==> src/hw/rtl/camt_pkg.sv <==
package camt_pkg;

    localparam int REQ_W = 2;
    localparam int IDX_W = 6;
    localparam int ACT_W = 7;
    localparam int OUT_W = 16;

    typedef enum logic [REQ_W-1:0] {
        REQ_INC   = 2'd0,
        REQ_DEC   = 2'd1,
        REQ_CLR   = 2'd2,
        REQ_QUERY = 2'd3
    } t_req;

    typedef enum logic [2:0] {
        ST_IDLE,
        ST_MOD,
        ST_SCAN,
        ST_WAIT
    } t_state;

endpackage

==> src/hw/rtl/counter_array_max_tracker.sv <==
// An ordinary request reads its counter, then does a read-modify-write; the input
// stalls until the result is registered, so a new item is not taken before then.
// When the sole holder of the maximum moves down, a rescan walks the counter
// memory through its single read port before the result is registered and the
// next item is taken. A full output register stalls the input.
// Sync active-low reset clears control state and entry valid bits; counters read 0.
module counter_array_max_tracker #(
    parameter int NUM_OBJECTS = 64,
    parameter int COUNT_WIDTH = 16
) (
    input  logic                             i_clk,
    input  logic                             i_rst_n,
    // configuration
    input  logic                             i_cfg_we,
    input  logic [camt_pkg::ACT_W-1:0]       i_cfg_data,
    // request channel
    input  logic                             i_valid,
    output logic                             o_stall,
    input  logic [camt_pkg::REQ_W-1:0]       i_req_type,
    input  logic [camt_pkg::IDX_W-1:0]       i_object_index,
    // result channel
    output logic                             o_valid,
    input  logic                             i_stall,
    output logic signed [camt_pkg::OUT_W-1:0] o_object_count,
    output logic signed [camt_pkg::OUT_W-1:0] o_max_count,
    output logic [camt_pkg::ACT_W-1:0]       o_num_at_max,
    output logic                             o_bad_index
);
    import camt_pkg::*;

    // address width of the counter memory, holder / scan counter width
    localparam int AW = (NUM_OBJECTS > 1) ? $clog2(NUM_OBJECTS) : 1;
    localparam int HW = $clog2(NUM_OBJECTS + 1);

    // saturation limits of a COUNT_WIDTH-bit two's complement counter
    localparam logic signed [COUNT_WIDTH-1:0] CNT_HI = {1'b0, {(COUNT_WIDTH-1){1'b1}}};
    localparam logic signed [COUNT_WIDTH-1:0] CNT_LO = {1'b1, {(COUNT_WIDTH-1){1'b0}}};

    // counter memory; entries not valid read as zero
    logic signed [COUNT_WIDTH-1:0] r_mem [NUM_OBJECTS];
    logic [NUM_OBJECTS-1:0]        r_vld;
    logic signed [COUNT_WIDTH-1:0] r_rdata;
    logic                          r_rvld;

    t_state r_state, n_state;

    // request latched at accept
    t_req          r_op;
    logic [AW-1:0] r_idx;
    logic          r_bad;

    // tracking state
    logic [HW-1:0]                 r_active;
    logic signed [COUNT_WIDTH-1:0] r_max, n_max;
    logic [HW-1:0]                 r_hold, n_hold;
    logic signed [COUNT_WIDTH-1:0] r_shown, n_shown;

    // rescan sequencer
    logic [HW-1:0] r_scan;
    logic          r_cvld;
    logic          r_first;

    // output register
    logic                          r_ovld;
    logic signed [OUT_W-1:0]       r_ocount;
    logic signed [OUT_W-1:0]       r_omax;
    logic [ACT_W-1:0]              r_onum;
    logic                          r_obad;

    // control decode
    logic          accept;
    logic          out_free;
    logic          fin;
    logic          scan_issue;
    logic          scan_done;
    logic          need_scan;
    logic          mem_we;
    logic [AW-1:0] rd_addr;

    // datapath values
    logic signed [COUNT_WIDTH-1:0] old_val;
    logic signed [COUNT_WIDTH-1:0] new_val;
    logic signed [COUNT_WIDTH-1:0] scan_val;
    logic [HW-1:0]                 cfg_act;
    logic signed [31:0]            ext_shown;
    logic signed [31:0]            ext_max;
    logic [31:0]                   ext_hold;
    logic [31:0]                   idx_ext;

    assign accept   = i_valid && !o_stall;
    assign out_free = !r_ovld || !i_stall;
    assign o_stall  = (r_state != ST_IDLE);

    // scan walks read addresses 0..active-1; compares follow in the cycle after each read
    assign scan_issue = (32'(r_scan) < 32'(r_active));
    assign scan_done  = !scan_issue && !r_cvld;

    // request index zero-extended to 32 bits
    assign idx_ext = 32'(i_object_index);

    // next state
    always_comb begin
        n_state = r_state;
        unique case (r_state)
            ST_IDLE: begin
                if (accept) begin
                    n_state = ST_MOD;
                end
            end
            ST_MOD: begin
                if (need_scan) begin
                    n_state = ST_SCAN;
                end else begin
                    n_state = out_free ? ST_IDLE : ST_WAIT;
                end
            end
            ST_SCAN: begin
                if (scan_done) begin
                    n_state = out_free ? ST_IDLE : ST_WAIT;
                end
            end
            ST_WAIT: begin
                if (out_free) begin
                    n_state = ST_IDLE;
                end
            end
            default: n_state = ST_IDLE;
        endcase
    end

    // sequencer outputs
    always_comb begin
        fin     = 1'b0;
        mem_we  = 1'b0;
        rd_addr = idx_ext[AW-1:0];
        unique case (r_state)
            ST_IDLE: rd_addr = idx_ext[AW-1:0];
            ST_MOD: begin
                mem_we = !r_bad;
                fin    = !need_scan;
            end
            ST_SCAN: begin
                rd_addr = r_scan[AW-1:0];
                fin     = scan_done;
            end
            ST_WAIT: fin = 1'b1;
            default: fin = 1'b0;
        endcase
    end

    // counter update and incremental maximum tracking
    always_comb begin
        old_val   = r_rvld ? r_rdata : '0;
        scan_val  = r_rvld ? r_rdata : '0;
        new_val   = old_val;
        n_max     = r_max;
        n_hold    = r_hold;
        n_shown   = r_shown;
        need_scan = 1'b0;
        case (r_op)
            REQ_INC: if (old_val != CNT_HI) new_val = old_val + 1'b1;
            REQ_DEC: if (old_val != CNT_LO) new_val = old_val - 1'b1;
            REQ_CLR: new_val = '0;
            default: new_val = old_val;
        endcase
        if (r_state == ST_MOD) begin
            n_shown = r_bad ? '0 : new_val;
            if (!r_bad && (new_val != old_val)) begin
                if (new_val > r_max) begin
                    n_max  = new_val;
                    n_hold = HW'(1);
                end else if (new_val == r_max) begin
                    n_hold = r_hold + 1'b1;
                end else if (old_val == r_max) begin
                    // a holder leaves the maximum; the last one forces a rescan
                    if (r_hold == HW'(1)) begin
                        need_scan = 1'b1;
                    end else begin
                        n_hold = r_hold - 1'b1;
                    end
                end
            end
        end else if ((r_state == ST_SCAN) && r_cvld) begin
            if (r_first || (scan_val > r_max)) begin
                n_max  = scan_val;
                n_hold = HW'(1);
            end else if (scan_val == r_max) begin
                n_hold = r_hold + 1'b1;
            end
        end
    end

    // configured object count, clamped to 1..NUM_OBJECTS
    always_comb begin
        cfg_act = HW'(i_cfg_data);
        if (i_cfg_data == '0) begin
            cfg_act = HW'(1);
        end else if (32'(i_cfg_data) > NUM_OBJECTS) begin
            cfg_act = HW'(NUM_OBJECTS);
        end
    end

    // result fields carry the low bits of the extended values; counts are sign-extended, the holder count zero-extended
    assign ext_shown = 32'(n_shown);
    assign ext_max   = 32'(n_max);
    assign ext_hold  = 32'(n_hold);

    // counter memory: one write, one registered read
    always_ff @(posedge i_clk) begin
        if (mem_we) begin
            r_mem[r_idx] <= new_val;
        end
        r_rdata <= r_mem[rd_addr];
    end

    // control and tracking registers
    always_ff @(posedge i_clk) begin
        if (!i_rst_n) begin
            r_state  <= ST_IDLE;
            r_vld    <= '0;
            r_rvld   <= 1'b0;
            r_active <= HW'(NUM_OBJECTS);
            r_max    <= '0;
            r_hold   <= HW'(NUM_OBJECTS);
            r_cvld   <= 1'b0;
            r_first  <= 1'b0;
            r_scan   <= '0;
            r_ovld   <= 1'b0;
        end else begin
            r_state <= n_state;
            r_rvld  <= r_vld[rd_addr];
            r_shown <= n_shown;

            // writing the register clears every counter
            if (i_cfg_we) begin
                r_active <= cfg_act;
                r_vld    <= '0;
                r_max    <= '0;
                r_hold   <= cfg_act;
            end else begin
                r_max  <= n_max;
                r_hold <= n_hold;
                if (mem_we) begin
                    r_vld[r_idx] <= 1'b1;
                end
            end

            if (accept) begin
                r_op  <= t_req'(i_req_type);
                r_idx <= idx_ext[AW-1:0];
                r_bad <= (idx_ext >= 32'(r_active));
            end

            if ((r_state == ST_MOD) && need_scan) begin
                r_scan  <= '0;
                r_cvld  <= 1'b0;
                r_first <= 1'b1;
            end else if (r_state == ST_SCAN) begin
                r_cvld <= scan_issue;
                if (scan_issue) begin
                    r_scan <= r_scan + 1'b1;
                end
                if (r_cvld) begin
                    r_first <= 1'b0;
                end
            end

            // output register
            if (fin && out_free) begin
                r_ovld   <= 1'b1;
                r_ocount <= ext_shown[OUT_W-1:0];
                r_omax   <= ext_max[OUT_W-1:0];
                r_onum   <= ext_hold[ACT_W-1:0];
                r_obad   <= r_bad;
            end else if (!i_stall) begin
                r_ovld <= 1'b0;
            end
        end
    end

    assign o_valid        = r_ovld;
    assign o_object_count = r_ocount;
    assign o_max_count    = r_omax;
    assign o_num_at_max   = r_onum;
    assign o_bad_index    = r_obad;

endmodule
==> config.mk <==
export PLATFORM = sky130hd
export DESIGN_NAME = counter_array_max_tracker
export DESIGN_NICKNAME = d
export VERILOG_FILES = /design/src/hw/rtl/camt_pkg.sv /design/src/hw/rtl/counter_array_max_tracker.sv
export SDC_FILE = /design/constraint.sdc
export NUM_CORES = 2
export LEC_CHECK = 0
export BUFFER_PORTS_ARGS = -buffer_cell sky130_fd_sc_hd__buf_2
export CAP_MARGIN = 20
export CORE_ASPECT_RATIO = 2
export CORE_MARGIN = 2
export CORE_UTILIZATION = 49
export DETAILED_ROUTE_END_ITERATION = 8
export GPL_TIMING_DRIVEN = 0
export SLEW_MARGIN = 5
export SYNTH_ARGS = -nofsm -noshare
export SYNTH_HDL_FRONTEND = slang
export SYNTH_SLANG_ARGS = --single-unit
==> constraint.sdc <==
create_clock -name i_clk -period 12.9 [get_ports i_clk]
set_input_delay 2.58 -clock i_clk [delete_from_list [all_inputs] [get_ports i_clk]]
set_output_delay 2.58 -clock i_clk [all_outputs]
set_load 0.01 [all_outputs]
==> results.yml <==
global_routing:
  grtUsageMet1_pct: 30.2
  grt_remaining_overflow: 0
  grt_util_all_layers_pct: 29.5
  grt_max_degree: 58
  met3_usage_pct: 4.17
  grt_pass1_vias: 29826
  grtUsageMet2_pct: 53.9
  grt_pass1_wl_um: 214000
  top_usage_layer: "met2"
  antenna_found_initial: 3
detailed_routing:
  dr.pass1.iters: 6
  drt_iter0_drc: 2583
  drt-total-wl_um: 151000
  via_count: 28612
  drtAntennaViolNets: 0
  wl_per_cell_um: 32.6
  remaining_drc_errors: 0
  viasPerCell: 6.18
finish:
  layout.nets: 3280
  area_growth_pct: 15.5
  finalInstanceArea_um2: 57100
  mostFrequentLayoutCells: "edfxtp_1 (1089), mux4_2 (272), nand2_1 (211)"
  final_common_cell: "edfxtp_1"
  drive_gt1_share_pct: 23.2
setup_path:
  critPathLaunch: "r_rvld$_SDFF_PN0_"
  critPathMaxFanout: 37
  arrival_ps: 10050
  cpPeakStageDelay_ps: 880
  worst_setup_path_start_kind: "flip-flop"
  worstSetupPathType: "reg -> reg"
  rrSetupSlack_ps: 3280
  crit_family: "simple AND/OR/NAND/NOR gates"
  endpoint_kind: "flip-flop"
  r2r_start: "r_rvld$_SDFF_PN0_"
  cp.required_ps: 13330
  cpMaxStageDelayCell: "a32oi_1"
  critPathBufInv: 7
power_and_ir_drop:
  power_mw: 8.31
  p_comb_share_pct: 8.9
  switching_share_pct: 23.8
  p_leak_nw: 18.6
  p_int_mw: 6.33
  pwr-share-seq_pct: 52.5
  p_per_area_nw_per_um2: 145
  vdd_drop_max_mv: 0.103
  switchingPower_mw: 1.98
  power_frac_clock_pct: 38.6
logic_synthesis:
  synth_top_family_by_area: "multiplexers"
  synth_warnings: 0
  seq_area_frac_synth_pct: 71.1
  synthFlopType: "edfxtp_1"
  synth-seq-cells: 1212
  synth.area.mux_share_pct: 12.6
  synth_xor_area_share_pct: 0.354
  synth.top_cell.area_share_pct: 66.1
  syn_area_um2: 49400
  ys_types: 84
  avgSynthCellArea_um2: 16.9
  syn_inst: 2926
  synthSimpleGateAreaFrac_pct: 6.97
  async_reset_ff_share_pct: 0
  synth_fa_ha_area_share_pct: 1.21
  syn_nets: 2993
  yosysTopAreaCell: "edfxtp_1"
  synth_compound_area_share_pct: 5.87
  synth_enable_flop_cells: 1089
  synth.area.top_cells: "edfxtp_1 (66%), mux4_2 (12%), dfxtp_1 (5.0%)"
clock_network:
  tritoncts: "yes"
  clkTransAtPathRegs_ps: 70
  cts_hold_buf: 0
  ctsResizeCount: 0
  cts_root_buf: "clkbuf_16"
  cts_buffers: 104
  htreeDepth: 3
  postCtsSetupBuffers: 0
  clkSinkCount: 1212
  cts_buffer_depth: 3
  clock_latency_ps: 730
job:
  drv_cap: 0
floorplan:
  die_h_um: 453
  io_pins: 62
  start_util_pct: 49.5
  core_um2: 99900
  row_count: 164
  die_area_um2: 104000
  die_w_um: 229
sta:
  clock_skew_ps: 26.9
  slew-limit-headroom_pct: 7.95
  slew_viol_final: 0
  setup_viol: 0
  tightest_slew_ps: 1370
  final-hold-violation-count: 0
  clock.fmax_mhz: 104
  rsz0062_at_grt: "false"
  fin_crit_sh_pct: 74.6
  min_period_ps: 9620
placement:
  dpl.hpwl_um: 111000
  port_buffers: 60
  gp_congestion: 0.994
  placed_area_um2: 53600
hold_path:
  hp-start: "r_vld[21]$_SDFFE_PP0P_"
  hold_class: "reg -> reg"
outcome:
  status: "finished, final reports clean"
cells in the mapped netlist, drive strengths merged, types with 14 or more instances:
cell    count
a211oi     96
a21oi      64
a22o       16
a311oi     34
a31oi      43
and2       84
and3       14
buf        63
clkbuf    105
dfxtp     123
edfxtp   1089
ha         47
inv        55
mux4      272
nand2     212
nand3      38
nand4      17
nor2      267
nor3       23
nor4       14
o21ai      41
xnor2      15
state kept, by name, indices dropped and copies added, names as in the netlist:
signal	flops
r_mem	1024
r_vld	64
o_max_count	16
o_object_count	16
r_max	16
r_rdata	16
r_shown	16
o_num_at_max	7
r_active	7
r_hold	7
r_scan	7
r_idx	6
r_op	2
r_state	2
o_bad_index	1
o_valid	1
r_bad	1
r_cvld	1
r_first	1
r_rvld	1
layer usage:
metal | part of all wire, % | vias to the layer above
li1 | - | 12255
met1 | 33 | 14803
met2 | 54 | 1169
met3 | 4.8 | 385
met4 | 9.0 | 0
met5 | 0 | -
worst register-to-register path: cells and delay by family (launching register included):
kind	cells	cell delay (ps)
fa+ha+maj	2	680
simple gates	11	3930
xor+xnor	1	240
buf+inv	7	2520
compound gates	4	1650
flops	1	310
power by group through the flow:
| stage | Sequential [mW] | Clock [mW] | Combinational (mW) |
|---|---|---|---|
| 2_1_floorplan | 4.45 | 0 | 0.373 |
| 3_3_place_gp | 4.48 | 0 | 0.656 |
| 3_5_place_dp | 4.45 | 0 | 0.734 |
| 4_1_cts | 4.36 | 3.25 | 0.736 |
| 5_1_grt | 4.36 | 3.40 | 0.775 |
| 6_report | 4.36 | 3.20 | 0.743 |
cell families after synthesis:
group,Yosys count
adders and majority gates,48
and+or+nand+nor,736
AOI/OAI and AO/OA,402
buffers and inverters,225
xor gates and xnor gates,20
DFF,1212
muxes,283
final cells by class:
cell class	count	area, um^2
flip-flops and latches	1212	35200
clock inverters	68	713
repair buffers	181	2110
multi-input cells	1489	13800
plain buffers	168	706
well taps	1328	1660
fillers	7676	42800
inverters	57	216
diodes	1	2.50
clock buffers	125	2760
path summary, 6_finish.rpt:
check	end	cells after the start
setup / recovery	o_num_at_max[4]$_DFFE_PP_	25
hold / removal	r_vld[21]$_SDFFE_PP0P_	2
setup reg to reg	o_num_at_max[4]$_DFFE_PP_	25
hold reg to reg	r_vld[21]$_SDFFE_PP0P_	2
metrics by stage:
step | std cells | worst slack (ps) | util [%] | hold slack (ps) | TNS [ps]
after floorplan | 2926 | 3010 | - | 435 | 0
after global placement | 4314 | -7040 | 51.4 | 444 | -897820
after detailed placement | 4430 | 3480 | 53.6 | 460 | 0
after CTS | 4623 | 3440 | 57.1 | 476 | 0
after global routing | 4629 | 2950 | 57.1 | 492 | 0
final | 4629 | 3280 | 57.1 | 474 | 0
(Power assumes the default switching activity.)
